## src/design/stick_navigation_autorepeat_assert.svh

```systemverilog
// assertion macros shared by the stick navigation auto-repeat modules
// no dependencies; empty bodies when SYNTHESIS is defined
`ifndef STICK_NAVIGATION_AUTOREPEAT_ASSERT_SVH
`define STICK_NAVIGATION_AUTOREPEAT_ASSERT_SVH
`ifndef SYNTHESIS
`define SNA_ASSERT_IMP(label, clk, rst_n, ante, cons) \
	label: assert property (@(posedge clk) disable iff (!rst_n) (ante) |-> (cons)) \
		else $error("sna assertion failed");
`define SNA_ASSERT_NEXT(label, clk, rst_n, ante, cons) \
	label: assert property (@(posedge clk) disable iff (!rst_n) (ante) |=> (cons)) \
		else $error("sna assertion failed");
`else
`define SNA_ASSERT_IMP(label, clk, rst_n, ante, cons)
`define SNA_ASSERT_NEXT(label, clk, rst_n, ante, cons)
`endif
`endif

```

## src/design/sna_pkg.sv

```systemverilog
// shared types, request codes, register indexes and helpers
// for the stick navigation auto-repeat block; no dependencies
package sna_pkg;

	localparam int QUEUE_DEPTH = 2;
	localparam int CFG_W = 17;
	localparam int CFG_IDX_W = 3;

	typedef logic [1:0] op_t;
	localparam op_t OP_UPDATE = 2'd0;
	localparam op_t OP_TICK = 2'd1;
	localparam op_t OP_CLEAR = 2'd2;
	localparam op_t OP_NONE = 2'd3;

	localparam logic [CFG_IDX_W-1:0] REG_SETTLE_MS = 3'd0;
	localparam logic [CFG_IDX_W-1:0] REG_FIRST_REPEAT_MS = 3'd1;
	localparam logic [CFG_IDX_W-1:0] REG_REPEAT_MS = 3'd2;
	localparam logic [CFG_IDX_W-1:0] REG_DEADZONE = 3'd3;
	localparam logic [CFG_IDX_W-1:0] REG_COS_SQ_LIMIT = 3'd4;

	localparam logic [9:0] RST_SETTLE_MS = 10'd16;
	localparam logic [11:0] RST_FIRST_REPEAT_MS = 12'd320;
	localparam logic [11:0] RST_REPEAT_MS = 12'd110;
	localparam logic [14:0] RST_DEADZONE = 15'd1;
	localparam logic [16:0] RST_COS_SQ_LIMIT = 17'd49152;

	typedef struct packed {
		op_t op;
		logic axis_is_x;
		logic signed [15:0] axis_value;
		logic [9:0] ms_passed;
	} item_t;

	function automatic logic [15:0] mag16(input logic signed [15:0] v);
		logic [15:0] r;
		r = v[15] ? 16'(-v) : 16'(v);
		return r;
	endfunction

endpackage

```

## src/design/sna_front.sv

```systemverilog
// input stage: accepts transactions, classifies them and pushes them to the queue
// depends on sna_pkg
module sna_front import sna_pkg::*; (
	input logic clk,
	input logic arst_n,
	input logic in_valid,
	output logic in_ready,
	input logic [1:0] req_type,
	input logic axis_is_x,
	input logic signed [15:0] axis_value,
	input logic [9:0] ms_passed,
	input logic q_full,
	output logic q_push,
	output item_t q_item
);

	logic stage_valid_q;
	item_t item_q;
	item_t item_c;

	always_comb begin
		item_c = '0;
		item_c.op = op_t'(req_type);
		unique case (req_type) inside
			OP_UPDATE: begin
				item_c.axis_is_x = axis_is_x;
				item_c.axis_value = axis_value;
			end
			OP_TICK: begin
				item_c.ms_passed = ms_passed;
			end
			OP_CLEAR, OP_NONE: begin
				item_c.op = op_t'(req_type);
			end
		endcase
	end

	assign q_push = stage_valid_q && !q_full;
	assign in_ready = !stage_valid_q || !q_full;
	assign q_item = item_q;

	always_ff @(posedge clk or negedge arst_n) begin
		if (!arst_n) begin
			stage_valid_q <= 1'b0;
		end else if (in_valid && in_ready) begin
			stage_valid_q <= 1'b1;
		end else if (q_push) begin
			stage_valid_q <= 1'b0;
		end
	end

	always_ff @(posedge clk) begin
		if (in_valid && in_ready) begin
			item_q <= item_c;
		end
	end

endmodule

```

## src/design/sna_fifo.sv

```systemverilog
// short queue between the input stage and the sequencer
// depends on sna_pkg and the assertion macro header
`include "stick_navigation_autorepeat_assert.svh"
module sna_fifo import sna_pkg::*; (
	input logic clk,
	input logic arst_n,
	input logic push,
	input item_t push_item,
	output logic full,
	input logic pop,
	output logic valid,
	output item_t head
);

	localparam int PTR_W = (QUEUE_DEPTH > 1) ? $clog2(QUEUE_DEPTH) : 1;
	localparam int CNT_W = $clog2(QUEUE_DEPTH + 1);

	item_t mem_q [QUEUE_DEPTH];
	logic [PTR_W-1:0] wr_ptr_q;
	logic [PTR_W-1:0] rd_ptr_q;
	logic [CNT_W-1:0] count_q;

	assign full = (count_q == CNT_W'(QUEUE_DEPTH));
	assign valid = (count_q != '0);
	assign head = mem_q[rd_ptr_q];

	function automatic logic [PTR_W-1:0] ptr_inc(input logic [PTR_W-1:0] p);
		logic [PTR_W-1:0] r;
		r = (p == PTR_W'(QUEUE_DEPTH - 1)) ? '0 : p + 1'b1;
		return r;
	endfunction

	always_ff @(posedge clk or negedge arst_n) begin
		if (!arst_n) begin
			wr_ptr_q <= '0;
			rd_ptr_q <= '0;
			count_q <= '0;
		end else begin
			if (push) begin
				wr_ptr_q <= ptr_inc(wr_ptr_q);
			end
			if (pop) begin
				rd_ptr_q <= ptr_inc(rd_ptr_q);
			end
			if (push && !pop) begin
				count_q <= count_q + 1'b1;
			end else if (pop && !push) begin
				count_q <= count_q - 1'b1;
			end
		end
	end

	always_ff @(posedge clk) begin
		if (push) begin
			mem_q[wr_ptr_q] <= push_item;
		end
	end

	`SNA_ASSERT_IMP(a_fifo_count_bound, clk, arst_n, 1'b1, count_q <= CNT_W'(QUEUE_DEPTH))

endmodule

```

## src/design/sna_back.sv

```systemverilog
// sequencer: holds the stick and timer state, runs the angle test on a shared
// multiplier and drives the result register; depends on sna_pkg and the macro header
`include "stick_navigation_autorepeat_assert.svh"
module sna_back import sna_pkg::*; (
	input logic clk,
	input logic arst_n,
	input logic cfg_wen,
	input logic [CFG_IDX_W-1:0] cfg_index,
	input logic [CFG_W-1:0] cfg_data,
	input logic q_valid,
	input item_t q_head,
	output logic q_pop,
	output logic out_valid,
	input logic out_ready,
	output logic fire,
	output logic active,
	output logic signed [15:0] dir_x,
	output logic signed [15:0] dir_y
);

	localparam logic [1:0] ST_IDLE = 2'd0;
	localparam logic [1:0] ST_MUL = 2'd1;
	localparam logic [1:0] ST_CMP = 2'd2;
	localparam logic [1:0] ST_OUT = 2'd3;
	localparam logic [3:0] LAST_STEP = 4'd10;

	logic [9:0] settle_ms_q;
	logic [11:0] first_repeat_ms_q;
	logic [11:0] repeat_ms_q;
	logic [14:0] deadzone_q;
	logic [16:0] cos_sq_limit_q;

	logic [1:0] state_q;
	logic [3:0] step_q;
	logic signed [15:0] axis_x_q;
	logic signed [15:0] axis_y_q;
	logic signed [15:0] dir_x_q;
	logic signed [15:0] dir_y_q;
	logic active_q;
	logic [15:0] elapsed_q;
	logic settle_q;
	logic in_repeat_q;
	logic fire_q;

	logic out_valid_q;
	logic out_fire_q;
	logic out_active_q;
	logic signed [15:0] out_dir_x_q;
	logic signed [15:0] out_dir_y_q;

	logic [63:0] prod_q;
	logic psign_q;
	logic signed [32:0] dot_q;
	logic [31:0] na_q;
	logic [31:0] nb_q;
	logic [62:0] d2_q;
	logic [62:0] qprod_q;
	logic [48:0] rlo_q;
	logic [79:0] rhs_q;

	logic signed [15:0] new_x;
	logic signed [15:0] new_y;
	logic upd_live;
	logic [16:0] tick_sum;
	logic [15:0] tick_sat;
	logic [11:0] tick_th;
	logic settle_hit;
	logic rep_hit;
	logic tick_fire;
	logic need_angle;

	logic signed [15:0] x1e;
	logic signed [15:0] y1e;
	logic signed [15:0] x2e;
	logic signed [15:0] y2e;
	logic [31:0] mul_a;
	logic [31:0] mul_b;
	logic mul_sign;
	logic signed [32:0] pterm;
	logic [79:0] lhs;
	logic turned;
	logic out_load;

	// configuration registers
	always_ff @(posedge clk or negedge arst_n) begin
		if (!arst_n) begin
			settle_ms_q <= RST_SETTLE_MS;
			first_repeat_ms_q <= RST_FIRST_REPEAT_MS;
			repeat_ms_q <= RST_REPEAT_MS;
			deadzone_q <= RST_DEADZONE;
			cos_sq_limit_q <= RST_COS_SQ_LIMIT;
		end else if (cfg_wen) begin
			unique case (cfg_index)
				REG_SETTLE_MS: settle_ms_q <= cfg_data[9:0];
				REG_FIRST_REPEAT_MS: first_repeat_ms_q <= cfg_data[11:0];
				REG_REPEAT_MS: repeat_ms_q <= cfg_data[11:0];
				REG_DEADZONE: deadzone_q <= cfg_data[14:0];
				REG_COS_SQ_LIMIT: cos_sq_limit_q <= cfg_data;
				default: ;
			endcase
		end
	end

	assign q_pop = (state_q == ST_IDLE) && q_valid;

	// axis update decode
	assign new_x = q_head.axis_is_x ? q_head.axis_value : axis_x_q;
	assign new_y = q_head.axis_is_x ? axis_y_q : q_head.axis_value;
	assign upd_live = (mag16(new_x) >= {1'b0, deadzone_q}) ||
		(mag16(new_y) >= {1'b0, deadzone_q});
	assign need_angle = (q_head.op == OP_UPDATE) && upd_live && active_q;

	// tick decode
	assign tick_sum = {1'b0, elapsed_q} + {7'd0, q_head.ms_passed};
	assign tick_sat = tick_sum[16] ? 16'hFFFF : tick_sum[15:0];
	assign tick_th = in_repeat_q ? repeat_ms_q : first_repeat_ms_q;
	assign settle_hit = tick_sat >= {6'd0, settle_ms_q};
	assign rep_hit = tick_sat >= {4'd0, tick_th};
	assign tick_fire = (q_head.op == OP_TICK) && active_q && (settle_q ? settle_hit : rep_hit);

	// zero vector points along +x
	assign x1e = (dir_x_q == '0 && dir_y_q == '0) ? 16'sd1 : dir_x_q;
	assign y1e = dir_y_q;
	assign x2e = (axis_x_q == '0 && axis_y_q == '0) ? 16'sd1 : axis_x_q;
	assign y2e = axis_y_q;

	// shared multiplier operand schedule
	always_comb begin
		mul_a = '0;
		mul_b = '0;
		mul_sign = 1'b0;
		case (step_q)
			4'd0: begin
				mul_a = {16'd0, mag16(x1e)};
				mul_b = {16'd0, mag16(x2e)};
				mul_sign = x1e[15] ^ x2e[15];
			end
			4'd1: begin
				mul_a = {16'd0, mag16(y1e)};
				mul_b = {16'd0, mag16(y2e)};
				mul_sign = y1e[15] ^ y2e[15];
			end
			4'd2: begin
				mul_a = {16'd0, mag16(x1e)};
				mul_b = {16'd0, mag16(x1e)};
			end
			4'd3: begin
				mul_a = {16'd0, mag16(y1e)};
				mul_b = {16'd0, mag16(y1e)};
			end
			4'd4: begin
				mul_a = {16'd0, mag16(x2e)};
				mul_b = {16'd0, mag16(x2e)};
			end
			4'd5: begin
				mul_a = {16'd0, mag16(y2e)};
				mul_b = {16'd0, mag16(y2e)};
			end
			4'd6: begin
				mul_a = dot_q[31:0];
				mul_b = dot_q[31:0];
			end
			4'd7: begin
				mul_a = na_q;
				mul_b = nb_q;
			end
			4'd8: begin
				mul_a = prod_q[31:0];
				mul_b = {15'd0, cos_sq_limit_q};
			end
			4'd9: begin
				mul_a = {1'b0, qprod_q[62:32]};
				mul_b = {15'd0, cos_sq_limit_q};
			end
			default: ;
		endcase
	end

	assign pterm = psign_q ? -$signed({1'b0, prod_q[31:0]}) : $signed({1'b0, prod_q[31:0]});
	assign lhs = {1'b0, d2_q, 16'd0};
	assign turned = dot_q[32] || (lhs < rhs_q);

	// angle test datapath
	always_ff @(posedge clk) begin
		if (state_q == ST_MUL) begin
			prod_q <= mul_a * mul_b;
			psign_q <= mul_sign;
			case (step_q)
				4'd1: dot_q <= pterm;
				4'd2: dot_q <= dot_q + pterm;
				4'd3: na_q <= prod_q[31:0];
				4'd4: na_q <= na_q + prod_q[31:0];
				4'd5: nb_q <= prod_q[31:0];
				4'd6: nb_q <= nb_q + prod_q[31:0];
				4'd7: d2_q <= prod_q[62:0];
				4'd8: qprod_q <= prod_q[62:0];
				4'd9: rlo_q <= prod_q[48:0];
				4'd10: rhs_q <= {prod_q[47:0], 32'd0} + {31'd0, rlo_q};
				default: ;
			endcase
		end
	end

	assign out_load = (state_q == ST_OUT) && (!out_valid_q || out_ready);

	// sequencer and stick state
	always_ff @(posedge clk or negedge arst_n) begin
		if (!arst_n) begin
			state_q <= ST_IDLE;
			step_q <= '0;
			axis_x_q <= '0;
			axis_y_q <= '0;
			dir_x_q <= '0;
			dir_y_q <= '0;
			active_q <= 1'b0;
			elapsed_q <= '0;
			settle_q <= 1'b0;
			in_repeat_q <= 1'b0;
			fire_q <= 1'b0;
		end else begin
			unique case (state_q)
				ST_IDLE: begin
					if (q_valid) begin
						fire_q <= tick_fire;
						state_q <= need_angle ? ST_MUL : ST_OUT;
						case (q_head.op)
							OP_UPDATE: begin
								axis_x_q <= new_x;
								axis_y_q <= new_y;
								if (!upd_live) begin
									active_q <= 1'b0;
									dir_x_q <= '0;
									dir_y_q <= '0;
									elapsed_q <= '0;
									settle_q <= 1'b0;
									in_repeat_q <= 1'b0;
								end else if (!active_q) begin
									active_q <= 1'b1;
									dir_x_q <= new_x;
									dir_y_q <= new_y;
									elapsed_q <= '0;
									settle_q <= 1'b1;
									in_repeat_q <= 1'b0;
								end else begin
									step_q <= '0;
								end
							end
							OP_TICK: begin
								if (active_q) begin
									if (settle_q) begin
										if (settle_hit) begin
											settle_q <= 1'b0;
											elapsed_q <= '0;
										end else begin
											elapsed_q <= tick_sat;
										end
									end else if (rep_hit) begin
										elapsed_q <= tick_sat - {4'd0, tick_th};
										in_repeat_q <= 1'b1;
									end else begin
										elapsed_q <= tick_sat;
									end
								end
							end
							OP_CLEAR: begin
								axis_x_q <= '0;
								axis_y_q <= '0;
								dir_x_q <= '0;
								dir_y_q <= '0;
								active_q <= 1'b0;
								elapsed_q <= '0;
								settle_q <= 1'b0;
								in_repeat_q <= 1'b0;
							end
							default: ;
						endcase
					end
				end
				ST_MUL: begin
					step_q <= step_q + 1'b1;
					if (step_q == LAST_STEP) begin
						state_q <= ST_CMP;
					end
				end
				ST_CMP: begin
					if (turned) begin
						elapsed_q <= '0;
						settle_q <= 1'b1;
						in_repeat_q <= 1'b0;
					end
					dir_x_q <= axis_x_q;
					dir_y_q <= axis_y_q;
					state_q <= ST_OUT;
				end
				ST_OUT: begin
					if (out_load) begin
						state_q <= ST_IDLE;
					end
				end
				default: state_q <= ST_IDLE;
			endcase
		end
	end

	// result register
	always_ff @(posedge clk or negedge arst_n) begin
		if (!arst_n) begin
			out_valid_q <= 1'b0;
		end else if (out_load) begin
			out_valid_q <= 1'b1;
		end else if (out_ready) begin
			out_valid_q <= 1'b0;
		end
	end

	always_ff @(posedge clk) begin
		if (out_load) begin
			out_fire_q <= fire_q;
			out_active_q <= active_q;
			out_dir_x_q <= dir_x_q;
			out_dir_y_q <= dir_y_q;
		end
	end

	assign out_valid = out_valid_q;
	assign fire = out_fire_q;
	assign active = out_active_q;
	assign dir_x = out_dir_x_q;
	assign dir_y = out_dir_y_q;

	`SNA_ASSERT_IMP(a_idle_state_clean, clk, arst_n, !active_q, dir_x_q == '0 && dir_y_q == '0 && elapsed_q == '0 && !settle_q && !in_repeat_q)
	`SNA_ASSERT_IMP(a_settle_excludes_repeat, clk, arst_n, settle_q, !in_repeat_q)
	`SNA_ASSERT_IMP(a_fire_needs_active, clk, arst_n, out_valid_q && out_fire_q, out_active_q)
	`SNA_ASSERT_NEXT(a_clear_zeroes, clk, arst_n, q_pop && q_head.op == OP_CLEAR, !active_q && elapsed_q == '0 && axis_x_q == '0 && axis_y_q == '0)

endmodule

```

## src/design/stick_navigation_autorepeat.sv

```systemverilog
// stick navigation auto-repeat, top level: input stage, queue and sequencer
// depends on sna_pkg, sna_front, sna_fifo and sna_back
// path: input stage register, queue, sequencer states IDLE and OUT, result register; an
// update that runs the angle test also passes states MUL and CMP; the angle test runs its
// 11 steps on the single shared 32x32 multiplier; the sequencer takes one transaction at
// a time and pops the next only when idle; reset clears state, loads register defaults
module stick_navigation_autorepeat import sna_pkg::*; (
	input logic clk,
	input logic arst_n,
	input logic in_valid,
	output logic in_ready,
	input logic [1:0] req_type,
	input logic axis_is_x,
	input logic signed [15:0] axis_value,
	input logic [9:0] ms_passed,
	output logic out_valid,
	input logic out_ready,
	output logic fire,
	output logic active,
	output logic signed [15:0] dir_x,
	output logic signed [15:0] dir_y,
	input logic cfg_wen,
	input logic [CFG_IDX_W-1:0] cfg_index,
	input logic [CFG_W-1:0] cfg_data
);

	logic q_full;
	logic q_push;
	item_t q_item;
	logic q_valid;
	logic q_pop;
	item_t q_head;

	sna_front u_front (
		.clk(clk),
		.arst_n(arst_n),
		.in_valid(in_valid),
		.in_ready(in_ready),
		.req_type(req_type),
		.axis_is_x(axis_is_x),
		.axis_value(axis_value),
		.ms_passed(ms_passed),
		.q_full(q_full),
		.q_push(q_push),
		.q_item(q_item)
	);

	sna_fifo u_fifo (
		.clk(clk),
		.arst_n(arst_n),
		.push(q_push),
		.push_item(q_item),
		.full(q_full),
		.pop(q_pop),
		.valid(q_valid),
		.head(q_head)
	);

	sna_back u_back (
		.clk(clk),
		.arst_n(arst_n),
		.cfg_wen(cfg_wen),
		.cfg_index(cfg_index),
		.cfg_data(cfg_data),
		.q_valid(q_valid),
		.q_head(q_head),
		.q_pop(q_pop),
		.out_valid(out_valid),
		.out_ready(out_ready),
		.fire(fire),
		.active(active),
		.dir_x(dir_x),
		.dir_y(dir_y)
	);

endmodule
```

## config.mk

```make
export PLATFORM = sky130hd
export DESIGN_NAME = stick_navigation_autorepeat
export DESIGN_NICKNAME = d
export VERILOG_FILES = /design/src/design/sna_pkg.sv /design/src/design/sna_front.sv /design/src/design/sna_fifo.sv /design/src/design/sna_back.sv /design/src/design/stick_navigation_autorepeat.sv
export VERILOG_INCLUDE_DIRS = /design/src /design/src/design
export SDC_FILE = /design/constraint.sdc
export NUM_CORES = 2
export LEC_CHECK = 0
export BUFFER_PORTS_ARGS = -buffer_cell sky130_fd_sc_hd__buf_2
export CORE_ASPECT_RATIO = 1.4
export CORE_MARGIN = 1.5
export CORE_UTILIZATION = 52
export CTS_CLUSTER_DIAMETER = 60
export DETAILED_ROUTE_END_ITERATION = 12
export PLACE_DENSITY = 0.77
export SYNTH_ARGS = -nofsm -noshare
export SYNTH_HDL_FRONTEND = slang
export SYNTH_SLANG_ARGS = --single-unit
```

## constraint.sdc

```tcl
create_clock -name clk -period 13.7 [get_ports clk]
set_input_delay 1.37 -clock clk [delete_from_list [all_inputs] [get_ports clk]]
set_output_delay 1.37 -clock clk [all_outputs]
set_load 0.03 [all_outputs]
```

Yosys cells after proc, flatten, opt, wreduce, memory -nomap -nowiden
Memories as Yosys holds them, arrays and structs flattened.
Cells that the tools add are included.
{"block": "totals", "output_inout_bits": 36, "register_bits": 641, "mem_bits_rw": 58, "memories": 1, "elab_cells": 245}
{"name": "u_fifo.mem_q", "words": 2, "width": 29, "read_ports": 1, "rd_ports_with_merged_regs": 0, "wr": 1, "line_no": "sna_fifo.sv:18", "source": "item_t mem_q [QUEUE_DEPTH];"}
{"block": "op_classes", "n_reduce_logical": 64, "n_bitwise": 2, "add_sub_neg": 18, "eq_ne": 34, "n_lt_le_gt_ge": 5, "n_mux": 82, "multipliers": 1}
{"operator": "2-to-1 mux 16 bit", "count": 25}
{"operator": "one-hot mux 32 bit (8 select lines)", "count": 1}
{"operator": "one-hot mux 16 bit (2 select lines)", "count": 7}
{"operator": "one-hot mux 32 bit (7 select lines)", "count": 1}
{"operator": "one-hot mux 32 bit (2 select lines)", "count": 2}
{"operator": "negator 16 bit", "count": 6}
{"operator": "adder 80 x 49 -> 80 bit", "count": 1}
{"operator": "< comparator 79 x 80 -> 1 bit", "count": 1}
{"operator": "one-hot mux 33 bit (2 select lines)", "count": 1}
{"operator": "adder 32 bit", "count": 2}
{"operator": "logical NOT 16 bit", "count": 4}
{"operator": "multiplier 32 x 32 -> 63 bit", "count": 1}
{"operator": "one-hot mux 16 bit (3 select lines)", "count": 1}
{"operator": "adder 33 bit", "count": 1}
{"operator": "2-to-1 mux 33 bit", "count": 1}
{"operator": "negator 32 -> 33 bit", "count": 1}
{"operator": "greater-or-equal comparator 16 x 15 -> 1 bit", "count": 2}
{"operator": "AND reduction 2 bit", "count": 13}
{"operator": "2-to-1 mux 1 bit", "count": 24}
{"operator": "nonzero test 2 bit", "count": 10}
{"operator": "adder 16 x 10 -> 17 bit", "count": 1}
{"operator": "equality test 4 x 3 -> 1 bit (second input constant)", "count": 4}
{"operator": "greater-or-equal comparator 16 x 10 -> 1 bit", "count": 1}
{"operator": "greater-or-equal comparator 16 x 12 -> 1 bit", "count": 1}
{"operator": "38 further kinds", "count": 94}

Depth between registers and ports, before layout
An unclocked memory read counts as a cell.
{"block": "logic_depth", "ltp_word": 11, "mapped_depth": 45}

Modules after synthesis
A second synthesis with hierarchy kept.
{"block": "hier_totals", "hier_cells": 7362, "hier_area_um2": 70888.0}
{"mod": "sna_back", "cells_each": 7190, "area_each_um2": 67280.8, "n_inst": 1}
{"mod": "sna_fifo", "cells_each": 106, "area_each_um2": 2399.8, "n_inst": 1}
{"mod": "sna_front", "cells_each": 66, "area_each_um2": 1207.4, "n_inst": 1}

Least setup slack after synthesis
No wires, ideal clock.
{"block": "synth_timing", "kind": "register -> register", "startpoint": "reg u_back.axis_y_q[0]", "endpoint": "reg u_back.prod_q[59] (data pin)", "stages_incl_launch_ff": 43, "setup_slack_ps": 3386, "arrival_time_ps": 10054, "setup_time_ps": 260, "cell_sequence": "dfrtp_1 inv_1 ha_1 nand3_1 or3_1 or4_1 nor2_1 a21oi_1 ha_1 nand2_1 o31ai_1 xnor2_1 nand2_1 o21ai_0 nor4_1 clkbuf_1 nor2_1 fa_1 (+7 left out) fa_1 inv_1 fa_1 inv_1 fa_1 inv_1 ha_1 and3_1 a31oi_1 o21ai_0 a211oi_1 o21ai_1 a31oi_1 o31ai_1 a311oi_1 o31ai_1 a41oi_1 xnor2_1"}
{"block": "synth_via", "elab_chain_cells": 7, "word_cells_on_any_way": 10}
{"item": "start, declared", "line_no": "sna_back.sv:36", "source": "logic signed [15:0] axis_y_q;"}
{"item": "start signal, assigned", "line_no": "sna_back.sv:229", "source": "axis_y_q <= new_y;"}
{"item": "logical NOT 16 bit", "line_no": "sna_back.sv:124", "source": "assign x2e = (axis_x_q == '0 && axis_y_q == '0) ? 16'sd1 : axis_x_q;"}
{"item": "logical AND 1 bit", "line_no": "sna_back.sv:124"}
{"item": "2-to-1 mux 16 bit", "line_no": "sna_back.sv:124"}
{"item": "negator 16 bit", "line_no": "sna_pkg.sv:36", "source": "r = v[15] ? 16'(-v) : 16'(v);"}
{"item": "2-to-1 mux 16 bit", "line_no": "sna_pkg.sv:36"}
{"item": "one-hot mux 32 bit (8 select lines) or one-hot mux 32 bit (7 select lines) (tied branches)", "line_no": "sna_back.sv:132", "source": "case (step_q)"}
{"item": "multiplier 32 x 32 -> 63 bit *", "line_no": "sna_back.sv:186", "source": "prod_q <= mul_a * mul_b;"}
{"item": "end signal, assigned", "line_no": "sna_back.sv:186"}
{"item": "end, declared", "line_no": "sna_back.sv:51", "source": "logic [63:0] prod_q;"}
Every way passes the cells marked *; elsewhere a longest branch is shown, timed or not.
A chain may end at the register's enable or synchronous reset.

Worst setup path after layout
Same ends and word-level chain as after synthesis.

==> impl_metrics.yaml <==
critical_path:
  cp_common_cell: "fa_1"
  critPathKind: "flop to flop"
  critPathMaxFanout: 9
  max_stage_delay_ns: 0.94
  rr_startpoint: "u_back.axis_y_q[0]"
  r2r_cells: 37
  cp-end-kind: "flop"
  regToRegSetupSlack_ns: 0.95
  endpoint: "u_back.prod_q[59]"
  rr_endpoint: "u_back.prod_q[59]"
  crit_required_ns: 14.14
  crit_path_start_kind: "flop"
  crit_arrival_ns: 13.20
  crit_path_start: "u_back.axis_y_q[0]"
  slowest_stage: "and4_1"
sta:
  relSlewSlack: -0.02873
  finalHoldViolations: 0
  maxSlewViolCount: 6
  rsz0062_at_grt: "false"
  tightest_slew_ns: 1.543
  max_freq_mhz: 78.40
  setup_viol: 0
  timing.final.crit_share: 0.9310
  layout_setup_ws_ns: 0.9452
  finalClockSkew_ns: 0.06407
  period_needed_ns: 12.75
  setup_tns_ns: 0
layout:
  fin_area_mm2: 0.07594
  multi_input_area_mm2: 0.04568
  seq_area_mm2: 0.01923
  fill_cells: 11620
  post-route-util: 0.5664
  drive_gt1_frac: 0.08046
  area_growth_pct: 8.079
  layout.nets: 8767
global_routing:
  first_global_vias: 58260
  grt_first_pass_wirelength_mm: 383.3
  antenna_found_initial: 17
  gr-total-overflow: 0
  grt_max_degree: 93
  grt_usage: 0.3890
yosys:
  syn-num-nets: 8751
  synth_cells: 7284
  ys_ff_latch: 667
  synth_top_area_frac: 0.2567
  synth_area_mm2: 0.07026
  yosysSeqAreaShare: 0.2737
  postSynthAreaPerCell_um2: 9.646
  synth_edf_count: 505
  synth_cell_types: 92
  yosys-top-cells-count: "inv_1, fa_1, nand2_1"
  yosys-top-cells-area: "fa_1, edfxtp_1, ha_1, inv_1, dfrtp_1"
  synth_ff_type: "edfxtp_1"
  async_reset_ff_frac: 0.2429
  synth.most_common_cell: "inv_1"
  yosys_warnings: 0
  synth_area_leader_cell: "fa_1"
place:
  dpl_worst_slack_ns: 1.507
  placed_cell_area_mm2: 0.07335
  io_buffers: 89
  dp_hpwl_mm: 201.1
  place_congestion: 1.111
clock_network:
  clock_sinks: 667
  postCtsHoldBufs: 0
  cts_setup_buffers: 0
  cts_tree: "done"
  clk_latency_ns: 0.73
  cts_max_path_buffers: 3
  ctsResizeCount: 0
  clockRootBuffer: "clkbuf_16"
  clk_pin_slew_ns: 0.06
  htree_levels: 3
  numCtsBuffers: 73
die:
  rows: 159
  start_util: 0.5240
  die_area_mm2: 0.1374
  ios: 90
  fp.dieW_um: 313.7
  die_h_um: 437.9
  core-area_mm2: 0.1341
run:
  max_cap_viol_count: 0
outcome:
  violations: "slew limit"
  outcome: "finished, violations left"
route:
  via_per_inst: 6.215
  firstDrtPassIters: 12
  drtAntennaViolNets: 0
  drc: 0
  wl_per_cell_um: 28.73
  vias: 56850
  drt_iter0_drc: 5900
  drt_wl_total_mm: 262.8
min_path:
  hp-class: "flop to flop"
[cell usage in the layout, fill, tap and decap left out, types with 71 or more instances in the layout]
cell,n
inv_1,1143
fa_1,901
nand2_1,887
nor2_1,723
ha_1,510
edfxtp_1,505
a21oi_1,270
o21ai_0,262
buf_4,191
xnor2_1,183
dfrtp_1,151
xor2_1,142
a21o_1,136
buf_2,88
nand3_1,78
clkbuf_16,76
a22oi_1,73
mux2_2,71
[critical path: cells and delay by family, from the launching register on]
kind | cells | cell delay [ns]
xor+xnor | 1 | 0.16
buf+inv | 6 | 0.75
compound gates | 11 | 3.90
mux | 1 | 0.74
fa+ha+maj | 11 | 4.17
flops | 1 | 0.47
simple gates | 7 | 2.29
[stage by stage]
| step | hold slack, ns | cells |
|---|---|---|
| 5_1_grt | 0.4211 | 9130 |
| 3_5_place_dp | 0.4045 | 8995 |
| 6_report | 0.4167 | 9146 |
| 3_3_place_gp | 0.4003 | 8994 |
| 4_1_cts | 0.4179 | 9128 |
| 2_1_floorplan | 0.4003 | 7284 |
[registers in the layout (all words and copies together), names as in the netlist, 17 cells and up]
register and cells:
u_back.rlo_q 49, u_back.cos_sq_limit_q 17, u_back.na_q 32, u_back.qprod_q 31
u_front.q_item 29, u_back.d2_q 63, u_back.prod_q 63, u_back.dot_q 33
u_back.rhs_q 80, u_back.nb_q 32, u_fifo.mem_q 58
[cell families (layout without fill, tap and decap cells)]
logic type,count (synthesis),count (layout),share of synthesized area
xor gates and xnor gates,325,325,0.04051
muxes,97,97,0.01553
other,0,17,0
and+or+nand+nor,2149,2149,0.1337
adders and majority gates,1413,1413,0.3479
AOI/OAI and AO/OA,1145,1145,0.1084
buffers and inverters,1488,1562,0.08031
DFF,667,667,0.2737
[layer usage]
metal / wire length (um) / track usage / part of all wire
met1: 84950 / 0.4268 / 0.32
met5: 96 / 0 / 0.00037
met2: 120100 / 0.6176 / 0.46
met3: 28720 / 0.1112 / 0.11
met4: 28940 / 0.3402 / 0.11
[final cells by class]
class	count	area share
Clock buffer	85	0.02575
Antenna cell	17	0.0005602
Inverter	1145	0.05660
Timing Repair Buffer	284	0.02570
Clock inverter	48	0.007480
Tap cell	1771	0.02918
Sequential cell	667	0.2533
Multi-Input combinational cell	5129	0.6015
[worst min path at each step]
stage                            end              from  cells after the start
finish              u_back.rhs_q[24]  u_back.rlo_q[24]                      0
global placement    u_back.rhs_q[25]  u_back.rlo_q[25]                      0
CTS                 u_back.rhs_q[24]  u_back.rlo_q[24]                      0
global route        u_back.rhs_q[13]  u_back.rlo_q[13]                      0
detailed placement  u_back.rhs_q[18]  u_back.rlo_q[18]                      0
floorplan            u_back.rhs_q[0]   u_back.rlo_q[0]                      0
Power is left out: the tool's default activity adds up to more than one toggle a clock period on the data nets, which glitch-free logic cannot reach.
